===== config.mk =====
export PLATFORM = sky130hd
export DESIGN_NAME = mci_mul_lane
export DESIGN_NICKNAME = d
export VERILOG_FILES = /design/src/hw/rtl/mci_pkg.sv /design/src/hw/rtl/mci_mul_lane.sv
export SDC_FILE = /design/constraint.sdc
export NUM_CORES = 2
export LEC_CHECK = 0
export ABC_AREA = 1
export BUFFER_PORTS_ARGS = -buffer_cell sky130_fd_sc_hd__buf_2
export CAP_MARGIN = 25
export CELL_PAD_IN_SITES_DETAIL_PLACEMENT = 0
export CELL_PAD_IN_SITES_GLOBAL_PLACEMENT = 2
export CORE_ASPECT_RATIO = 1.2
export CORE_MARGIN = 5
export CORE_UTILIZATION = 42
export DETAILED_ROUTE_END_ITERATION = 8
export PLACE_DENSITY = 0.89
export SKIP_LAST_GASP = 1
export SYNTH_ARGS = -nofsm -noshare
export SYNTH_HDL_FRONTEND = slang
export SYNTH_SLANG_ARGS = --single-unit

===== constraint.sdc =====
create_clock -name clk_i -period 14.08 [get_ports clk_i]
set_clock_uncertainty 0.2 [all_clocks]
set_input_delay 0.704 -clock clk_i [delete_from_list [all_inputs] [get_ports clk_i]]
set_output_delay 0.704 -clock clk_i [all_outputs]
set_load 0.02 [all_outputs]

===== src/hw/rtl/mci_pkg.sv =====
`timescale 1ns / 1ps
package mci_pkg;

  // element format and derived widths
  localparam int ELEM_WIDTH = 32;
  localparam int FRAC_BITS  = 28;
  localparam int PROD_WIDTH = 2 * ELEM_WIDTH + 2;
  localparam int DET_WIDTH  = 2 * ELEM_WIDTH + 4;
  localparam int REM_WIDTH  = DET_WIDTH + ELEM_WIDTH + FRAC_BITS + 4;
  localparam int STEP_WIDTH = $clog2(ELEM_WIDTH + 1);
  localparam int NUM_LANES  = 3;

  typedef logic signed [ELEM_WIDTH-1:0] elem_t;
  typedef logic signed [PROD_WIDTH-1:0] prod_t;
  typedef logic signed [DET_WIDTH-1:0]  det_t;
  typedef logic [8:0][ELEM_WIDTH-1:0]   mat_t;

  localparam elem_t ELEM_MAX = {1'b0, {(ELEM_WIDTH-1){1'b1}}};
  localparam elem_t ELEM_MIN = {1'b1, {(ELEM_WIDTH-1){1'b0}}};
  localparam elem_t ELEM_ONE = (FRAC_BITS >= ELEM_WIDTH - 1) ? ELEM_MAX :
                               elem_t'(64'd1 << FRAC_BITS);
  localparam mat_t  IDENT_MAT = {ELEM_ONE, {ELEM_WIDTH{1'b0}}, {ELEM_WIDTH{1'b0}},
                                 {ELEM_WIDTH{1'b0}}, ELEM_ONE, {ELEM_WIDTH{1'b0}},
                                 {ELEM_WIDTH{1'b0}}, {ELEM_WIDTH{1'b0}}, ELEM_ONE};

  typedef enum logic [1:0] {
    KIND_IDENT   = 2'd0,
    KIND_COMPOSE = 2'd1,
    KIND_READ    = 2'd2,
    KIND_INVERT  = 2'd3
  } kind_e;

  typedef enum logic [2:0] {
    ST_IDLE,
    ST_MUL,
    ST_DET_ISSUE,
    ST_DET_SUM,
    ST_DIV_START,
    ST_DIV_WAIT,
    ST_DONE
  } state_e;

  typedef struct packed {
    kind_e kind;
    elem_t in_r0c0;
    elem_t in_r0c1;
    elem_t in_r0c2;
    elem_t in_r1c0;
    elem_t in_r1c1;
    elem_t in_r1c2;
    elem_t in_r2c0;
    elem_t in_r2c1;
    elem_t in_r2c2;
  } in_t;

  typedef struct packed {
    elem_t out_r0c0;
    elem_t out_r0c1;
    elem_t out_r0c2;
    elem_t out_r1c0;
    elem_t out_r1c1;
    elem_t out_r1c2;
    elem_t out_r2c0;
    elem_t out_r2c1;
    elem_t out_r2c2;
    logic  singular;
    logic  saturated;
  } out_t;

  // cofactor operand indices: p0*p1 - q0*q1
  typedef struct packed {
    logic [3:0] p0;
    logic [3:0] p1;
    logic [3:0] q0;
    logic [3:0] q1;
  } adj_sel_t;

  function automatic adj_sel_t adj_sel(input logic [3:0] e);
    adj_sel_t s;
    case (e)
      4'd0:    s = '{p0: 4'd4, p1: 4'd8, q0: 4'd5, q1: 4'd7};
      4'd1:    s = '{p0: 4'd2, p1: 4'd7, q0: 4'd1, q1: 4'd8};
      4'd2:    s = '{p0: 4'd1, p1: 4'd5, q0: 4'd2, q1: 4'd4};
      4'd3:    s = '{p0: 4'd5, p1: 4'd6, q0: 4'd3, q1: 4'd8};
      4'd4:    s = '{p0: 4'd0, p1: 4'd8, q0: 4'd2, q1: 4'd6};
      4'd5:    s = '{p0: 4'd2, p1: 4'd3, q0: 4'd0, q1: 4'd5};
      4'd6:    s = '{p0: 4'd3, p1: 4'd7, q0: 4'd4, q1: 4'd6};
      4'd7:    s = '{p0: 4'd1, p1: 4'd6, q0: 4'd0, q1: 4'd7};
      4'd8:    s = '{p0: 4'd0, p1: 4'd4, q0: 4'd1, q1: 4'd3};
      default: s = '0;
    endcase
    return s;
  endfunction

  // row and column of a row-major element index
  function automatic logic [3:0] elem_row(input logic [3:0] e);
    logic [3:0] r;
    case (e)
      4'd0, 4'd1, 4'd2: r = 4'd0;
      4'd3, 4'd4, 4'd5: r = 4'd1;
      4'd6, 4'd7, 4'd8: r = 4'd2;
      default:          r = 4'd0;
    endcase
    return r;
  endfunction

  function automatic logic [3:0] elem_col(input logic [3:0] e);
    logic [3:0] c;
    case (e)
      4'd0, 4'd3, 4'd6: c = 4'd0;
      4'd1, 4'd4, 4'd7: c = 4'd1;
      4'd2, 4'd5, 4'd8: c = 4'd2;
      default:          c = 4'd0;
    endcase
    return c;
  endfunction

  function automatic logic fits_elem(input det_t v);
    det_t hi;
    hi = v >>> (ELEM_WIDTH - 1);
    return (hi == '0) || (hi == '1);
  endfunction

  function automatic elem_t clamp_elem(input det_t v);
    elem_t r;
    if (fits_elem(v)) r = v[ELEM_WIDTH-1:0];
    else if (v[DET_WIDTH-1]) r = ELEM_MIN;
    else r = ELEM_MAX;
    return r;
  endfunction

  function automatic mat_t in_to_mat(input in_t i);
    mat_t m;
    m[0] = i.in_r0c0; m[1] = i.in_r0c1; m[2] = i.in_r0c2;
    m[3] = i.in_r1c0; m[4] = i.in_r1c1; m[5] = i.in_r1c2;
    m[6] = i.in_r2c0; m[7] = i.in_r2c1; m[8] = i.in_r2c2;
    return m;
  endfunction

  function automatic out_t mat_to_out(input mat_t m, input logic sing, input logic sat);
    out_t o;
    o.out_r0c0 = m[0]; o.out_r0c1 = m[1]; o.out_r0c2 = m[2];
    o.out_r1c0 = m[3]; o.out_r1c1 = m[4]; o.out_r1c2 = m[5];
    o.out_r2c0 = m[6]; o.out_r2c1 = m[7]; o.out_r2c2 = m[8];
    o.singular  = sing;
    o.saturated = sat;
    return o;
  endfunction

endpackage


===== src/hw/rtl/mci_mul_lane.sv =====
`timescale 1ns / 1ps
module mci_mul_lane (
  input  logic           clk_i,
  input  mci_pkg::elem_t a_i,
  input  mci_pkg::elem_t b_i,
  output mci_pkg::prod_t p_o
);
  import mci_pkg::*;

  logic [ELEM_WIDTH-1:0]   a_mag, b_mag;
  logic [2*ELEM_WIDTH-1:0] mag;
  logic [PROD_WIDTH-1:0]   rnd;
  prod_t                   p_d, p_q;

  // sign-magnitude product, rounded half away from zero
  always_comb begin
    a_mag = a_i[ELEM_WIDTH-1] ? (~a_i + 1'b1) : a_i;
    b_mag = b_i[ELEM_WIDTH-1] ? (~b_i + 1'b1) : b_i;
    mag   = a_mag * b_mag;
    rnd   = (PROD_WIDTH'(mag) + (PROD_WIDTH'(1) << (FRAC_BITS - 1))) >> FRAC_BITS;
    p_d   = (a_i[ELEM_WIDTH-1] ^ b_i[ELEM_WIDTH-1]) ? -prod_t'(rnd) : prod_t'(rnd);
  end

  always_ff @(posedge clk_i) begin
    p_q <= p_d;
  end

  assign p_o = p_q;

endmodule


# Word level (Yosys, flattened, before mapping)
# Cells that the tools add are included.
dict set report word_totals {
  output_inout_bits 66
  latchBits 0
  memories 0
  mem_bits_ro 0
  ram_bits 0
  input_bits 65
  reg_bits 66
}
dict set report op_classes {
  n_reduce_logical 0
  div_mod_pow 0
  multipliers 1
  n_addsub 4
  bitwise 3
  shifts 0
  eq_ne 0
  magnitude_cmp 0
  mux 3
}
# op count
set ops {}
lappend ops {{$neg A37 Y66} 1}
lappend ops {{$add A64 B28 Y65 const B} 1}
lappend ops {{$add A32 B1 Y32 const B} 2}
lappend ops {{$mul A32 B32 Y64} 1}
lappend ops {{$mux W32} 2}
lappend ops {{$not A32 Y32} 2}
lappend ops {{$mux W38} 1}
lappend ops {{$xor A1 B1 Y1} 1}

# Logic depth before layout (Yosys ltp)
dict set report depth {
  depth_word 7
  depth_mapped 59
  ltp_nobuf 57
}

# Worst setup path after synthesis
# OpenSTA, ideal clock, no wires.
dict set report synth_path {
  path_kind {input-to-reg}
  start {input port a_i[0]}
  end {register p_q[38] (netlist: p_o[38])}
  stages 43
  setup_time_ns 0.122
  t_arrival_ns 9.575
  slack_ns 4.183
  required_time_ns 13.758
  cell_sequence {buf_6 -> clkinv_2 -> clkbuf_1 -> ha_1 -> inv_1 -> nor4_2 -> nand3_1 -> nor3_2 -> nand4_1 -> nor3_2 -> a31oi_1 -> xor2_1 -> inv_1 -> buf_2 -> nor2_1 -> fa_1 -> fa_1 -> fa_1 -> [7 not listed] -> fa_1 -> inv_1 -> ha_1 -> nand2_1 -> inv_1 -> a21oi_1 -> o21bai_1 -> a21oi_1 -> nor2_1 -> nor2_1 -> nand2_1 -> nand2_1 -> nand2_1 -> nor2_2 -> nand3_2 -> o21ai_2 -> buf_2 -> nand3_1}
}
dict set report synth_between {
  elab_chain_len 6
}
# element line_no
set synth_rtl {}
lappend synth_rtl {{start, declared} mci_mul_lane.sv:4} ;# input mci_pkg::elem_t a_i,
lappend synth_rtl {{$not A32 Y32} mci_mul_lane.sv:17} ;# a_mag = a_i[ELEM_WIDTH-1] ? (~a_i + 1'b1) : a_i;
lappend synth_rtl {{$add A32 B1 Y32} mci_mul_lane.sv:17}
lappend synth_rtl {{$mux W32 *} mci_mul_lane.sv:17}
lappend synth_rtl {{$mul A32 B32 Y64 *} mci_mul_lane.sv:19} ;# mag = a_mag * b_mag;
lappend synth_rtl {{$add A64 B28 Y65 *} mci_mul_lane.sv:20} ;# rnd = (PROD_WIDTH'(mag) + (PROD_WIDTH'(1) << (FRAC_BITS - 1))) >> FRAC_BITS;
lappend synth_rtl {{$neg A37 Y66 *} mci_mul_lane.sv:21} ;# p_d = (a_i[ELEM_WIDTH-1] ^ b_i[ELEM_WIDTH-1]) ? -prod_t'(rnd) : prod_t'(rnd);
lappend synth_rtl {{end signal, assigned} mci_mul_lane.sv:25} ;# p_q <= p_d;
lappend synth_rtl {{end, declared} mci_mul_lane.sv:13} ;# prod_t p_d, p_q;
# Mark *: on every way between the ends. The rest lies on a longest branch, timed or not.
# A chain may end at the register's enable or synchronous reset.

# Worst setup path after layout
dict set report layout_path {
  start {input port a_i[0]}
  end {register p_q[41] (netlist: p_o[41])}
}
# Same word-level chain as after synthesis.

==> summary.log <==
INFO  grt            grt_pass1_vias=35820
INFO  setup_path     startpoint=a_i[0]
INFO  setup_path     critPathRequiredTime=14.06ns
INFO  yosys          yosys.area.top_type_share=0.4560
INFO  grt            grt_first_pass_wirelength=216100um
INFO  yosys          synth_warnings=0
INFO  clocking       cts.reportedPaths.clkPinSlew=0.05ns
INFO  floorplan      rows=123
INFO  floorplan      core_box_area=93420um2
INFO  clocking       post_cts.resized_instances=0
INFO  setup_path     critical_path.endpoint_type=flip-flop
INFO  yosys          yosys_most_used_dff=sky130_fd_sc_hd__dfxtp_1
INFO  outcome        run_status=completed
INFO  sta            fin_ws=2.116ns
INFO  yosys          synthesized_area=39420um2
INFO  drt            drcViolationCount=0
INFO  setup_path     critical_path.slowest_cell=sky130_fd_sc_hd__nor2_1
INFO  cells_and_area final_net_count=6594
INFO  drt            post_drt_wl_per_cell=21.28um
INFO  sta            grt_setup_unrepaired=false
INFO  min_path       min-delay-path-class=primary input to flip-flop
INFO  cells_and_area largest_register_ff_count=66
INFO  sta            final-max-slew-violation-count=0
INFO  cells_and_area layout-drive-gt1-share=0.06103
INFO  clocking       clockBufferDepth=2
INFO  floorplan      io_pins=131
INFO  floorplan      die_height=345.6um
INFO  cells_and_area most-common-layout-cells=sky130_fd_sc_hd__inv_1 (1401), sky130_fd_sc_hd__nand2_1 (1240), sky130_fd_sc_hd__fa_1 (898), sky130_fd_sc_hd__nor2_1 (646), sky130_fd_sc_hd__ha_1 (293)
INFO  clocking       tritoncts=yes
INFO  yosys          synthTopCellsByArea=sky130_fd_sc_hd__fa_1 (46%), sky130_fd_sc_hd__inv_1 (13%), sky130_fd_sc_hd__nand2_1 (12%)
INFO  sta            fin_crit=11.96ns
INFO  placed_design  dp_hpwl=120100um
INFO  setup_path     cp.arrival=11.95ns
INFO  setup_path     cp-endpoint=p_o[41]
INFO  sta            final_setup_viols=0
INFO  drt            finalWirelength=140300um
INFO  cells_and_area antenna_cells=0
INFO  sta            tns=0ns
INFO  placed_design  dp_worst_setup_slack=1.799ns
INFO  yosys          ys_types=53
INFO  yosys          synth_seq_cells=66
INFO  sta            timing_hold_violations_final=0
INFO  cells_and_area most_common_cell_after_layout_fill_and_taps_aside=sky130_fd_sc_hd__inv_1
INFO  floorplan      die_w=289.7um
INFO  clocking       hold_buffers=0
INFO  clocking       clock-root-buffer=sky130_fd_sc_hd__clkbuf_16
INFO  clocking       cts.htree.levels=3
INFO  clocking       postCtsSetupBuffers=0
INFO  clocking       cts_inserted_buffers=9
INFO  drt            post_drt_via_cell_ratio=5.083
INFO  placed_design  input_output_buffers=130
INFO  clocking       cts.sinks=66
INFO  setup_path     setup.worst_path.start_class=primary input
INFO  yosys          postSynthNetCount=6537
INFO  drt            routed-via-count=33500
INFO  drt            dr.first_iter.drc_count=2114
INFO  floorplan      floorplan.die_area=100100um2
INFO  flow_run       max-cap-violations=0
INFO  yosys          post_synth_inst_count=5281
INFO  setup_path     critical-path-max-stage-delay=0.76ns
INFO  sta            worst-slew-pin-transition=1.060ns
INFO  placed_design  place.gp.congestion=0.9517
INFO  grt            maximum_number_of_pins_on_one_net_before_global_route_repair=46
INFO  grt            grt_overflow_total=0
INFO  yosys          synth.avg_cell_area=7.465um2
INFO  yosys          ys_seq_area_frac=0.03351
INFO  drt            drtPass1Iterations=5
INFO  setup_path     crit_type=primary input to flip-flop
INFO  grt            grt_antenna_before_repair=2
INFO  yosys          number_of_synthesized_flops_with_an_enable_pin=0
INFO  yosys          async_reset_ff_frac=0
INFO  grt            grt.total_usage=0.2852
INFO  yosys          largest_area_contributor_in_the_netlist=sky130_fd_sc_hd__fa_1
INFO  sta            max_slew_margin=0.2927
INFO  sta            max_fclk=0.08358GHz
INFO  drt            number_of_nets_with_antenna_violations_after_detailed_routing=0
INFO  cells_and_area final.fill_count=9704
INFO  setup_path     crit_fanout=17
INFO  sta            min_period_over_period=0.8497
INFO  floorplan      initial_utilization=0.4220
INFO  cells_and_area area_delta_synth_final=6.319%
layer usage:
metal | vias up | global-route usage | wire, um
li1 | 15170 | - | -
met5 | - | 0 | 26
met2 | 1226 | 0.4894 | 68200
met4 | 4 | 0.1112 | 7177
met3 | 287 | 0.04146 | 9659
met1 | 16820 | 0.3629 | 55220
cells by family (layout without fill, tap and decap cells):
logic type	after synthesis	in the layout	synth area share
simple gates	2185	2185	0.2265
xor+xnor	41	41	0.009299
flops	66	66	0.03351
fa+ha+maj	1191	1191	0.5490
buf+inv	1612	1673	0.1557
compound gates	186	186	0.02599
worst min path at each step:
stage                     cells past startpoint    start      end  slack, ns
after global placement                        1  p_o[61]  p_o[61]       0.93
after detailed placement                      1  p_o[59]  p_o[59]       0.92
after CTS                                     5  b_i[31]  p_o[45]       1.11
final                                         5  b_i[31]  p_o[57]       1.13
after global routing                          5  b_i[31]  p_o[57]       1.15
after floorplan                               0   p_o[0]   p_o[0]       0.84
through the flow:
stage | hold slack (ns) | instances | utilization | area [um2]
finish | 1.134 | 6592 | 0.4487 | 41920
global route | 1.153 | 6592 | 0.4487 | 41920
CTS | 1.105 | 6591 | 0.4485 | 41900
detailed placement | 0.9196 | 6576 | 0.4454 | 41610
global placement | 0.9263 | 6575 | 0.4451 | 41580
floorplan | 0.8428 | 5281 | - | 39420
final cells by class:
| type | count | area [um2] | area share |
|---|---|---|---|
| clock buffers | 13 | 250.2 | 0.005970 |
| clock inverters | 2 | 37.54 | 0.0008955 |
| inverters | 1435 | 5390 | 0.1286 |
| multi-input cells | 3603 | 31970 | 0.7627 |
| flip-flops and latches | 66 | 1321 | 0.03152 |
| well taps | 1250 | 1564 | 0.03731 |
| repair buffers | 223 | 1381 | 0.03296 |
worst max-delay path, delay by kind of cell:
family	cells	cell delay, ns
compound gates	1	0.18
xor+xnor	1	0.43
fa+ha+maj	10	4.87
buf+inv	12	1.51
simple gates	18	4.18
synth_stat cells (2+ instances only):
cell / number
sky130_fd_sc_hd__inv_1: 1401
sky130_fd_sc_hd__nand2_1: 1240
sky130_fd_sc_hd__fa_1: 898
sky130_fd_sc_hd__nor2_1: 646
sky130_fd_sc_hd__ha_1: 293
sky130_fd_sc_hd__clkbuf_1: 138
sky130_fd_sc_hd__nand3_1: 133
sky130_fd_sc_hd__a21oi_1: 78
sky130_fd_sc_hd__dfxtp_1: 66
sky130_fd_sc_hd__o21ai_0: 60
sky130_fd_sc_hd__nor3_1: 30
sky130_fd_sc_hd__nand4_1: 29
sky130_fd_sc_hd__xor2_1: 29
sky130_fd_sc_hd__buf_2: 23
sky130_fd_sc_hd__or2_2: 21
sky130_fd_sc_hd__clkinv_1: 20
sky130_fd_sc_hd__a31oi_1: 19
sky130_fd_sc_hd__nand3b_1: 18
sky130_fd_sc_hd__nor2_4: 13
sky130_fd_sc_hd__o21bai_1: 13
sky130_fd_sc_hd__inv_2: 12
sky130_fd_sc_hd__xnor2_1: 11
sky130_fd_sc_hd__nand2_2: 10
sky130_fd_sc_hd__nor3_2: 9
sky130_fd_sc_hd__nor4_1: 9
sky130_fd_sc_hd__nor2_2: 7
sky130_fd_sc_hd__buf_1: 6
sky130_fd_sc_hd__buf_4: 6
sky130_fd_sc_hd__nand3_2: 6
sky130_fd_sc_hd__o21ai_1: 4
sky130_fd_sc_hd__buf_6: 3
sky130_fd_sc_hd__o21ai_2: 3
sky130_fd_sc_hd__a21boi_0: 2
sky130_fd_sc_hd__nor3_4: 2
sky130_fd_sc_hd__nor4_2: 2
sky130_fd_sc_hd__o21a_1: 2
sky130_fd_sc_hd__or2_1: 2
sky130_fd_sc_hd__or3_1: 2
Power is not shown: default switching activity piles up to over one toggle a cycle in this logic, so the estimate is an artifact.
