### config.mk
export PLATFORM = sky130hd
export DESIGN_NAME = mci_div_lane
export DESIGN_NICKNAME = d
export VERILOG_FILES = /design/src/hw/rtl/mci_pkg.sv /design/src/hw/rtl/mci_div_lane.sv
export SDC_FILE = /design/constraint.sdc
export NUM_CORES = 1
export LEC_CHECK = 0
export BUFFER_PORTS_ARGS = -buffer_cell sky130_fd_sc_hd__buf_2
export CAP_MARGIN = 20
export CORE_ASPECT_RATIO = 1.75
export CORE_MARGIN = 2
export CORE_UTILIZATION = 57
export CTS_CLUSTER_SIZE = 10
export DETAILED_ROUTE_END_ITERATION = 8
export GPL_TIMING_DRIVEN = 0
export PLACE_DENSITY = 0.8
export SYNTH_ARGS = -nofsm -noshare
export SYNTH_HDL_FRONTEND = slang
export SYNTH_SLANG_ARGS = --single-unit
### constraint.sdc
create_clock -name clk_i -period 13.3 [get_ports clk_i]
set_clock_uncertainty 0.05 [all_clocks]
set_input_delay 1.33 -clock clk_i [delete_from_list [all_inputs] [get_ports clk_i]]
set_output_delay 1.33 -clock clk_i [all_outputs]
set_load 0.02 [all_outputs]
### src/hw/rtl/mci_pkg.sv
`timescale 1ns / 1ps
package mci_pkg;

  // element format and derived widths
  localparam int ELEM_WIDTH = 32;
  localparam int FRAC_BITS  = 28;
  localparam int PROD_WIDTH = 2 * ELEM_WIDTH + 2;
  localparam int DET_WIDTH  = 2 * ELEM_WIDTH + 4;
  localparam int REM_WIDTH  = DET_WIDTH + ELEM_WIDTH + FRAC_BITS + 4;
  localparam int STEP_WIDTH = $clog2(ELEM_WIDTH + 1);
  localparam int NUM_LANES  = 3;

  typedef logic signed [ELEM_WIDTH-1:0] elem_t;
  typedef logic signed [PROD_WIDTH-1:0] prod_t;
  typedef logic signed [DET_WIDTH-1:0]  det_t;
  typedef logic [8:0][ELEM_WIDTH-1:0]   mat_t;

  localparam elem_t ELEM_MAX = {1'b0, {(ELEM_WIDTH-1){1'b1}}};
  localparam elem_t ELEM_MIN = {1'b1, {(ELEM_WIDTH-1){1'b0}}};
  localparam elem_t ELEM_ONE = (FRAC_BITS >= ELEM_WIDTH - 1) ? ELEM_MAX :
                               elem_t'(64'd1 << FRAC_BITS);
  localparam mat_t  IDENT_MAT = {ELEM_ONE, {ELEM_WIDTH{1'b0}}, {ELEM_WIDTH{1'b0}},
                                 {ELEM_WIDTH{1'b0}}, ELEM_ONE, {ELEM_WIDTH{1'b0}},
                                 {ELEM_WIDTH{1'b0}}, {ELEM_WIDTH{1'b0}}, ELEM_ONE};

  typedef enum logic [1:0] {
    KIND_IDENT   = 2'd0,
    KIND_COMPOSE = 2'd1,
    KIND_READ    = 2'd2,
    KIND_INVERT  = 2'd3
  } kind_e;

  typedef enum logic [2:0] {
    ST_IDLE,
    ST_MUL,
    ST_DET_ISSUE,
    ST_DET_SUM,
    ST_DIV_START,
    ST_DIV_WAIT,
    ST_DONE
  } state_e;

  typedef struct packed {
    kind_e kind;
    elem_t in_r0c0;
    elem_t in_r0c1;
    elem_t in_r0c2;
    elem_t in_r1c0;
    elem_t in_r1c1;
    elem_t in_r1c2;
    elem_t in_r2c0;
    elem_t in_r2c1;
    elem_t in_r2c2;
  } in_t;

  typedef struct packed {
    elem_t out_r0c0;
    elem_t out_r0c1;
    elem_t out_r0c2;
    elem_t out_r1c0;
    elem_t out_r1c1;
    elem_t out_r1c2;
    elem_t out_r2c0;
    elem_t out_r2c1;
    elem_t out_r2c2;
    logic  singular;
    logic  saturated;
  } out_t;

  // cofactor operand indices: p0*p1 - q0*q1
  typedef struct packed {
    logic [3:0] p0;
    logic [3:0] p1;
    logic [3:0] q0;
    logic [3:0] q1;
  } adj_sel_t;

  function automatic adj_sel_t adj_sel(input logic [3:0] e);
    adj_sel_t s;
    case (e)
      4'd0:    s = '{p0: 4'd4, p1: 4'd8, q0: 4'd5, q1: 4'd7};
      4'd1:    s = '{p0: 4'd2, p1: 4'd7, q0: 4'd1, q1: 4'd8};
      4'd2:    s = '{p0: 4'd1, p1: 4'd5, q0: 4'd2, q1: 4'd4};
      4'd3:    s = '{p0: 4'd5, p1: 4'd6, q0: 4'd3, q1: 4'd8};
      4'd4:    s = '{p0: 4'd0, p1: 4'd8, q0: 4'd2, q1: 4'd6};
      4'd5:    s = '{p0: 4'd2, p1: 4'd3, q0: 4'd0, q1: 4'd5};
      4'd6:    s = '{p0: 4'd3, p1: 4'd7, q0: 4'd4, q1: 4'd6};
      4'd7:    s = '{p0: 4'd1, p1: 4'd6, q0: 4'd0, q1: 4'd7};
      4'd8:    s = '{p0: 4'd0, p1: 4'd4, q0: 4'd1, q1: 4'd3};
      default: s = '0;
    endcase
    return s;
  endfunction

  // row and column of a row-major element index
  function automatic logic [3:0] elem_row(input logic [3:0] e);
    logic [3:0] r;
    case (e)
      4'd0, 4'd1, 4'd2: r = 4'd0;
      4'd3, 4'd4, 4'd5: r = 4'd1;
      4'd6, 4'd7, 4'd8: r = 4'd2;
      default:          r = 4'd0;
    endcase
    return r;
  endfunction

  function automatic logic [3:0] elem_col(input logic [3:0] e);
    logic [3:0] c;
    case (e)
      4'd0, 4'd3, 4'd6: c = 4'd0;
      4'd1, 4'd4, 4'd7: c = 4'd1;
      4'd2, 4'd5, 4'd8: c = 4'd2;
      default:          c = 4'd0;
    endcase
    return c;
  endfunction

  function automatic logic fits_elem(input det_t v);
    det_t hi;
    hi = v >>> (ELEM_WIDTH - 1);
    return (hi == '0) || (hi == '1);
  endfunction

  function automatic elem_t clamp_elem(input det_t v);
    elem_t r;
    if (fits_elem(v)) r = v[ELEM_WIDTH-1:0];
    else if (v[DET_WIDTH-1]) r = ELEM_MIN;
    else r = ELEM_MAX;
    return r;
  endfunction

  function automatic mat_t in_to_mat(input in_t i);
    mat_t m;
    m[0] = i.in_r0c0; m[1] = i.in_r0c1; m[2] = i.in_r0c2;
    m[3] = i.in_r1c0; m[4] = i.in_r1c1; m[5] = i.in_r1c2;
    m[6] = i.in_r2c0; m[7] = i.in_r2c1; m[8] = i.in_r2c2;
    return m;
  endfunction

  function automatic out_t mat_to_out(input mat_t m, input logic sing, input logic sat);
    out_t o;
    o.out_r0c0 = m[0]; o.out_r0c1 = m[1]; o.out_r0c2 = m[2];
    o.out_r1c0 = m[3]; o.out_r1c1 = m[4]; o.out_r1c2 = m[5];
    o.out_r2c0 = m[6]; o.out_r2c1 = m[7]; o.out_r2c2 = m[8];
    o.singular  = sing;
    o.saturated = sat;
    return o;
  endfunction

endpackage

### src/hw/rtl/mci_div_lane.sv
`timescale 1ns / 1ps
module mci_div_lane (
  input  logic           clk_i,
  input  logic           rst_ni,
  input  logic           start_i,
  input  mci_pkg::elem_t a_i,
  input  mci_pkg::det_t  det_i,
  output logic           done_o,
  output mci_pkg::elem_t q_o,
  output logic           sat_o
);
  import mci_pkg::*;

  logic                  busy_q, done_q, neg_q, ge;
  logic [STEP_WIDTH-1:0] cnt_q;
  logic [REM_WIDTH-1:0]  rem_q, d_q, n_start, d_start;
  logic [ELEM_WIDTH:0]   q_q;
  logic [ELEM_WIDTH-1:0] a_mag, q_mag;
  logic [DET_WIDTH-1:0]  d_mag;

  // numerator 2*|a|*2^F + |det|, divisor 2*|det| aligned to quotient bit W
  always_comb begin
    a_mag   = a_i[ELEM_WIDTH-1] ? (~a_i + 1'b1) : a_i;
    d_mag   = det_i[DET_WIDTH-1] ? (~det_i + 1'b1) : det_i;
    n_start = (REM_WIDTH'(a_mag) << (FRAC_BITS + 1)) + REM_WIDTH'(d_mag);
    d_start = REM_WIDTH'(d_mag) << (ELEM_WIDTH + 1);
    ge      = rem_q >= d_q;
  end

  // control
  always_ff @(posedge clk_i or negedge rst_ni) begin
    if (!rst_ni) begin
      busy_q <= 1'b0;
      done_q <= 1'b0;
      cnt_q  <= '0;
    end else begin
      done_q <= busy_q && (cnt_q == '0);
      if (start_i) begin
        busy_q <= 1'b1;
        cnt_q  <= STEP_WIDTH'(ELEM_WIDTH);
      end else if (busy_q) begin
        if (cnt_q == '0) busy_q <= 1'b0;
        else cnt_q <= cnt_q - 1'b1;
      end
    end
  end

  // restoring divide, one quotient bit a cycle
  always_ff @(posedge clk_i) begin
    if (start_i) begin
      rem_q <= n_start;
      d_q   <= d_start;
      q_q   <= '0;
      neg_q <= a_i[ELEM_WIDTH-1] ^ det_i[DET_WIDTH-1];
    end else if (busy_q) begin
      if (ge) rem_q <= rem_q - d_q;
      q_q <= {q_q[ELEM_WIDTH-1:0], ge};
      d_q <= d_q >> 1;
    end
  end

  // sign and clamp; top quotient bit set means out of range
  always_comb begin
    q_mag = q_q[ELEM_WIDTH-1:0];
    if (!neg_q) begin
      sat_o = q_q[ELEM_WIDTH] | q_mag[ELEM_WIDTH-1];
      q_o   = sat_o ? ELEM_MAX : elem_t'(q_mag);
    end else begin
      sat_o = q_q[ELEM_WIDTH] | (q_mag > ELEM_MIN);
      q_o   = sat_o ? ELEM_MIN : elem_t'(~q_mag + 1'b1);
    end
  end

  assign done_o = done_q;

endmodule
Word-level counts from Yosys, hierarchy flattened. Cells that the tools add are included.

$add $sub $neg: 6. Magnitude comparators: 2. Equality and inequality tests: 1. Mux-type cells: 17. Bitwise logic cells: 6. Reduce and logical (&&, ||, !) cells: 6.

Operator list (number): $mux W132 (3); $mux W101 (2); $ge A132 B101 Y1 (1); $sub A132 B101 Y132 (1); $mux W32 (4); $add A61 B68 Y69 (1); $add A68 B1 Y68 const B (1); $mux W68 (1); $not A68 Y68 (1); $add A32 B1 Y32 const B (2); $not A32 Y32 (2); $gt A32 B32 Y1 const B (1); $mux W6 (3); $logic_not A6 Y1 (1); $sub A6 B1 Y6 const B (1); $mux W1 (4); $reduce_and A2 Y1 (2); $reduce_bool A2 Y1 (2); $ne A2 B2 Y1 const B (1); $or A1 B1 Y1 (2); $logic_and A1 B1 Y1 (1); $xor A1 B1 Y1 (1).

Register bits: 275. Input bits: 103. Output and inout port bits: 34. Logic and storage cells: 46.

Depth between registers and ports, before layout.
Depth after elaboration: 5. Gate-level depth with buffers: 20. Gate-level depth less buffers: 19.

Worst setup path after synthesis. No wires, ideal clock.

Path type: register to register. Start: register rem_q[63]. End: register rem_q[0] (enable). Setup time: 805 ps. Arrival: 11770 ps. Data required time: 12445 ps. Path slack: 675 ps. Cell stages (with the launch flop): 13. Path buffers: 1. Period minus slack after synthesis: 12625 ps. Cells stage by stage: edfxtp_1 > ha_1 > clkbuf_1 > nand4_1 > nor4_1 > nand2_1 > nor3_1 > o21ai_0 > o211a_1 > a21o_1 > o31a_1 > a21o_1 > o21ai_0.

Longest elaborated chain between the ends: 3.

Ends and longest elaborated chain: start, declared (RTL line mci_div_lane.sv:16) `logic [REM_WIDTH-1:0] rem_q, d_q, n_start, d_start;`; start signal, assigned (RTL line mci_div_lane.sv:51) `rem_q <= n_start;`; start signal, assigned (RTL line mci_div_lane.sv:56) `if (ge) rem_q <= rem_q - d_q;`; $ge A132 B101 Y1 (RTL line mci_div_lane.sv:27) `ge = rem_q >= d_q;`; $reduce_bool A2 Y1 (no source line); $reduce_and A2 Y1 (no source line).

No other way between the ends. A chain may end at the register's enable or synchronous reset.

Worst setup path in the final report.
Start: input det_i[13]. End: register rem_q[65], data pin.

Longest elaborated chain between the ends: 5.

Ends and longest elaborated chain: start, declared (RTL line mci_div_lane.sv:7) `input mci_pkg::det_t det_i,`; $not A68 Y68 (RTL line mci_div_lane.sv:24) `d_mag = det_i[DET_WIDTH-1] ? (~det_i + 1'b1) : det_i;`; $add A68 B1 Y68 (RTL line mci_div_lane.sv:24); $mux W68 (*) (RTL line mci_div_lane.sv:24); $add A61 B68 Y69 (*) (RTL line mci_div_lane.sv:25) `n_start = (REM_WIDTH'(a_mag) << (FRAC_BITS + 1)) + REM_WIDTH'(d_mag);`; $mux W132 (*) (RTL line mci_div_lane.sv:50) `if (start_i) begin`.

Mark *: on every way between the ends. The rest lies on a longest branch, timed or not.

==> flow_metrics.env <==
export IMPL_status="finished clean"
export IMPL_drc=0
export IMPL_post_route_period_util_pct=56.3
export IMPL_rows=98
export IMPL_worstHoldStart="d_q[21]"
export IMPL_die_area_um2=42700
export IMPL_synth_seq_cells=275
export IMPL_core_area_um2=40700
export IMPL_grt_setup_unrepaired="no"
export IMPL_clock_sinks=275
export IMPL_synth_area_leaders="edfxtp_1 26%, ha_1 7.4%, xnor2_1 6.1%"
export IMPL_min_to="d_q[20]"
export IMPL_clock_latency_ns=0.55
export IMPL_clkTransAtPathRegs_ns=0.06
export IMPL_dpl_hpwl_um=69500
export IMPL_worstReg2RegEnd="rem_q[37]"
export IMPL_drt_iter0_drc=2221
export IMPL_synth_top_cell_by_area="edfxtp_1"
export IMPL_drtPass1Iterations=6
export IMPL_worstPathMaxFanout=7
export IMPL_grt_max_degree=41
export IMPL_clkPwrFrac_pct=15.7
export IMPL_viasPerCell=6.40
export IMPL_num_fill_cells=3599
export IMPL_ys_dominant_reg_cell="edfxtp_1"
export IMPL_final_cell_mix="350 x nand2_1, 269 x nor2_1, 233 x a21oi_1, 221 x o21ai_0, 201 x edfxtp_1"
export IMPL_dieHeight_um=272
export IMPL_num_io_pins=137
export IMPL_cp_arrival_ns=7.68
export IMPL_pwr_share_seq_pct=23.1
export IMPL_r2r_slack_ns=8.13
export IMPL_final_net_count=3293
export IMPL_path_delay_family="simple AND/OR/NAND/NOR gates"
export IMPL_layout_commonest_cell="nand2_1"
export IMPL_area_growth_pct=11.3
export IMPL_cts_buffers=35
export IMPL_path_depth=18
export IMPL_combinationalPowerShare_pct=61.2
export IMPL_worstRegToRegCells=15
export IMPL_critical_path_class="in2reg"
export IMPL_r2r_start="d_q[38]"
export IMPL_grt_pass1_vias=23100
export IMPL_post_place_ws_ns=5.47
export IMPL_tns_ns=0
export IMPL_ys_types=84
export IMPL_synth_edf_count=201
export IMPL_overflow=0
export IMPL_layout_setup_ws_ns=5.82
export IMPL_antenna_found_initial=2
export IMPL_ctsResizeCount=0
export IMPL_cts_buffer_depth=3
export IMPL_pwr_density_cell_nw_per_um2=231
export IMPL_cts_setup_buffers=0
export IMPL_finalPower_mw=6.01
export IMPL_wl_per_cell_um=24.0
export IMPL_seq_area_frac_synth_pct=32.3
export IMPL_switching_share_pct=48.9
export IMPL_cpPeakStageDelay_ns=0.67
export IMPL_grt_pass1_wl_um=131000
export IMPL_cap_violations=0
export IMPL_leakage_nw=10.8
export IMPL_grtUsageTotal_pct=40.4
export IMPL_syn_inst=2869
export IMPL_post_route_min_period_ns=7.48
export IMPL_root_buffer="clkbuf_16"
export IMPL_cts_max_level=2
export IMPL_path_cells="buf_2, or4_4, or4_4, or3_2, clkbuf_1, nand2b_1, o41ai_1, xnor2_1, ha_1, nand3_1, or4_1, o21ai_0, a31oi_1, o31ai_1, o21ai_0, a21oi_1, xor2_1, mux2i_1"
export IMPL_die_x_um=157
export IMPL_end_kind="register"
export IMPL_hold_viol_final=0
export IMPL_required_ns=13.50
export IMPL_ir_drop_v=0.000146
export IMPL_async_flop_share_pct=2.91
export IMPL_cp_start_kind="primary input"
export IMPL_max_clock_freq_mhz=134
export IMPL_path_buf_inv=2
export IMPL_p_sw_mw=2.94
export IMPL_hold_buffers=0
export IMPL_syn_area_per_cell_um2=8.14
export IMPL_gp_congestion=1.04
export IMPL_finalSetupViolCount=0
export IMPL_cts_tree="done"
export IMPL_syn_nets=3112
export IMPL_maxSlewHeadroom_pct=24.1
export IMPL_ys_warn_count=0
export IMPL_yosysTopAreaCellShare_pct=25.8
export IMPL_vias=23200
export IMPL_worst_pin_slew_ns=1.13
export IMPL_port_buffers=136
export IMPL_dpl_cell_area_um2=24900
export IMPL_synth_area_um2=23400
export IMPL_totalWireLength_um=86900
export IMPL_min_path_cells=2
export IMPL_p_int_mw=3.07
export IMPL_worst_hold_path_type="reg2reg"
export IMPL_drv_slew=0
export IMPL_critical_path_slowest_cell="or4_4"
export IMPL_final_area_um2=26000
export IMPL_start_util_pct=57.4
export IMPL_drive_gt1_share_pct=8.86
export IMPL_final_cells=3621
export IMPL_dp_cells=3562
export IMPL_ant_nets=0
power groups by stage:
| stage | Sequential (mW) | Clock (mW) | Combinational (mW) |
|---|---|---|---|
| finish | 1.39 | 0.941 | 3.68 |
| global route | 1.41 | 0.970 | 4.00 |
| CTS | 1.38 | 0.949 | 3.59 |
| detailed placement | 1.40 | 0 | 3.56 |
| global placement | 1.44 | 0 | 3.49 |
| floorplan | 1.38 | 0 | 2.54 |
worst max path at each step:
stage / from / end / slack (ns)
after floorplan: rem_q[63] / rem_q[0] / 0.67
after global placement: d_q[38] / rem_q[28] / -5.36
after detailed placement: det_i[21] / rem_q[63] / 5.47
after CTS: det_i[21] / rem_q[63] / 5.99
after global routing: det_i[13] / rem_q[65] / 5.59
final: det_i[13] / rem_q[65] / 5.82
flip-flops by register name (all words and copies together) (netlist names):
register / cells
rem_q: 132
d_q: 101
q_q: 33
cnt_q: 6
busy_q: 1
done_o: 1
neg_q: 1
layer usage:
layer | part of all wire (%) | GRT usage [%]
met3 | 6.0 | 5.39
met1 | 35 | 42.2
met4 | 11 | 37.0
met5 | 0 | 0
met2 | 48 | 69.5
worst register-to-register path, stage by stage (launching register included):
cell and delay, ns:
edfxtp_1 0.36, inv_1 0.11, ha_1 0.49, nand4_1 0.37, nor4_1 0.58, and3_1 0.31
o211a_1 0.27, nand2_1 0.07, o211a_1 0.21, a21o_1 0.28, o31a_1 0.34, a21o_1 0.26
o21ai_4 0.49, buf_16 0.23, buf_12 0.22, buf_16 0.22
Yosys cell counts (12+ instances only):
cell type and count:
nand2b_1 26, o211a_1 14, nand4_1 51, o21ai_0 222, edfxtp_1 201, mux2_2 16
nand3_1 45, nand2_1 351, o211ai_1 12, dfxtp_1 66, o21a_1 19, clkbuf_1 123
nor3_1 67, a31oi_1 25, or2_2 31, ha_1 138, mux2i_1 72, o31ai_1 77
o41ai_1 31, o21bai_1 25, inv_1 150, xnor2_1 164, a21boi_0 14, buf_1 19
nor2_1 269, nor4_1 35, or3_1 44, or4_1 25, a211oi_1 12, a21oi_1 233
o311ai_0 16, nor2b_1 26, a21o_1 43, xor2_1 69
cell type report:
type | instances | area [um2] | area share [%]
multi-input combinational | 2295 | 14700 | 56.5
clock inverter | 7 | 104 | 0.399
inverter | 151 | 567 | 2.18
buffer | 148 | 582 | 2.24
sequential | 275 | 7560 | 29.1
tap | 550 | 688 | 2.65
antenna | 1 | 2.50 | 0.00963
timing repair buffer | 144 | 856 | 3.29
clock buffer | 50 | 963 | 3.71
cells by family after synthesis:
family                     synth area share, %
AOI/OAI and AO/OA                         21.6
xor gates and xnor gates                  8.73
adders and majority gates                 7.56
buffers and inverters                     4.92
DFF                                       32.3
muxes                                     3.86
and+or+nand+nor                           21.0
per-stage QoR:
step                      utilization [%]  hold slack (ns)
after floorplan                         -            0.415
after global placement               60.8            0.430
after detailed placement             61.2            0.454
after CTS                            63.8            0.477
after global routing                 63.9            0.502
final                                63.9            0.471
Note: power is estimated with default switching activity, not from simulation.
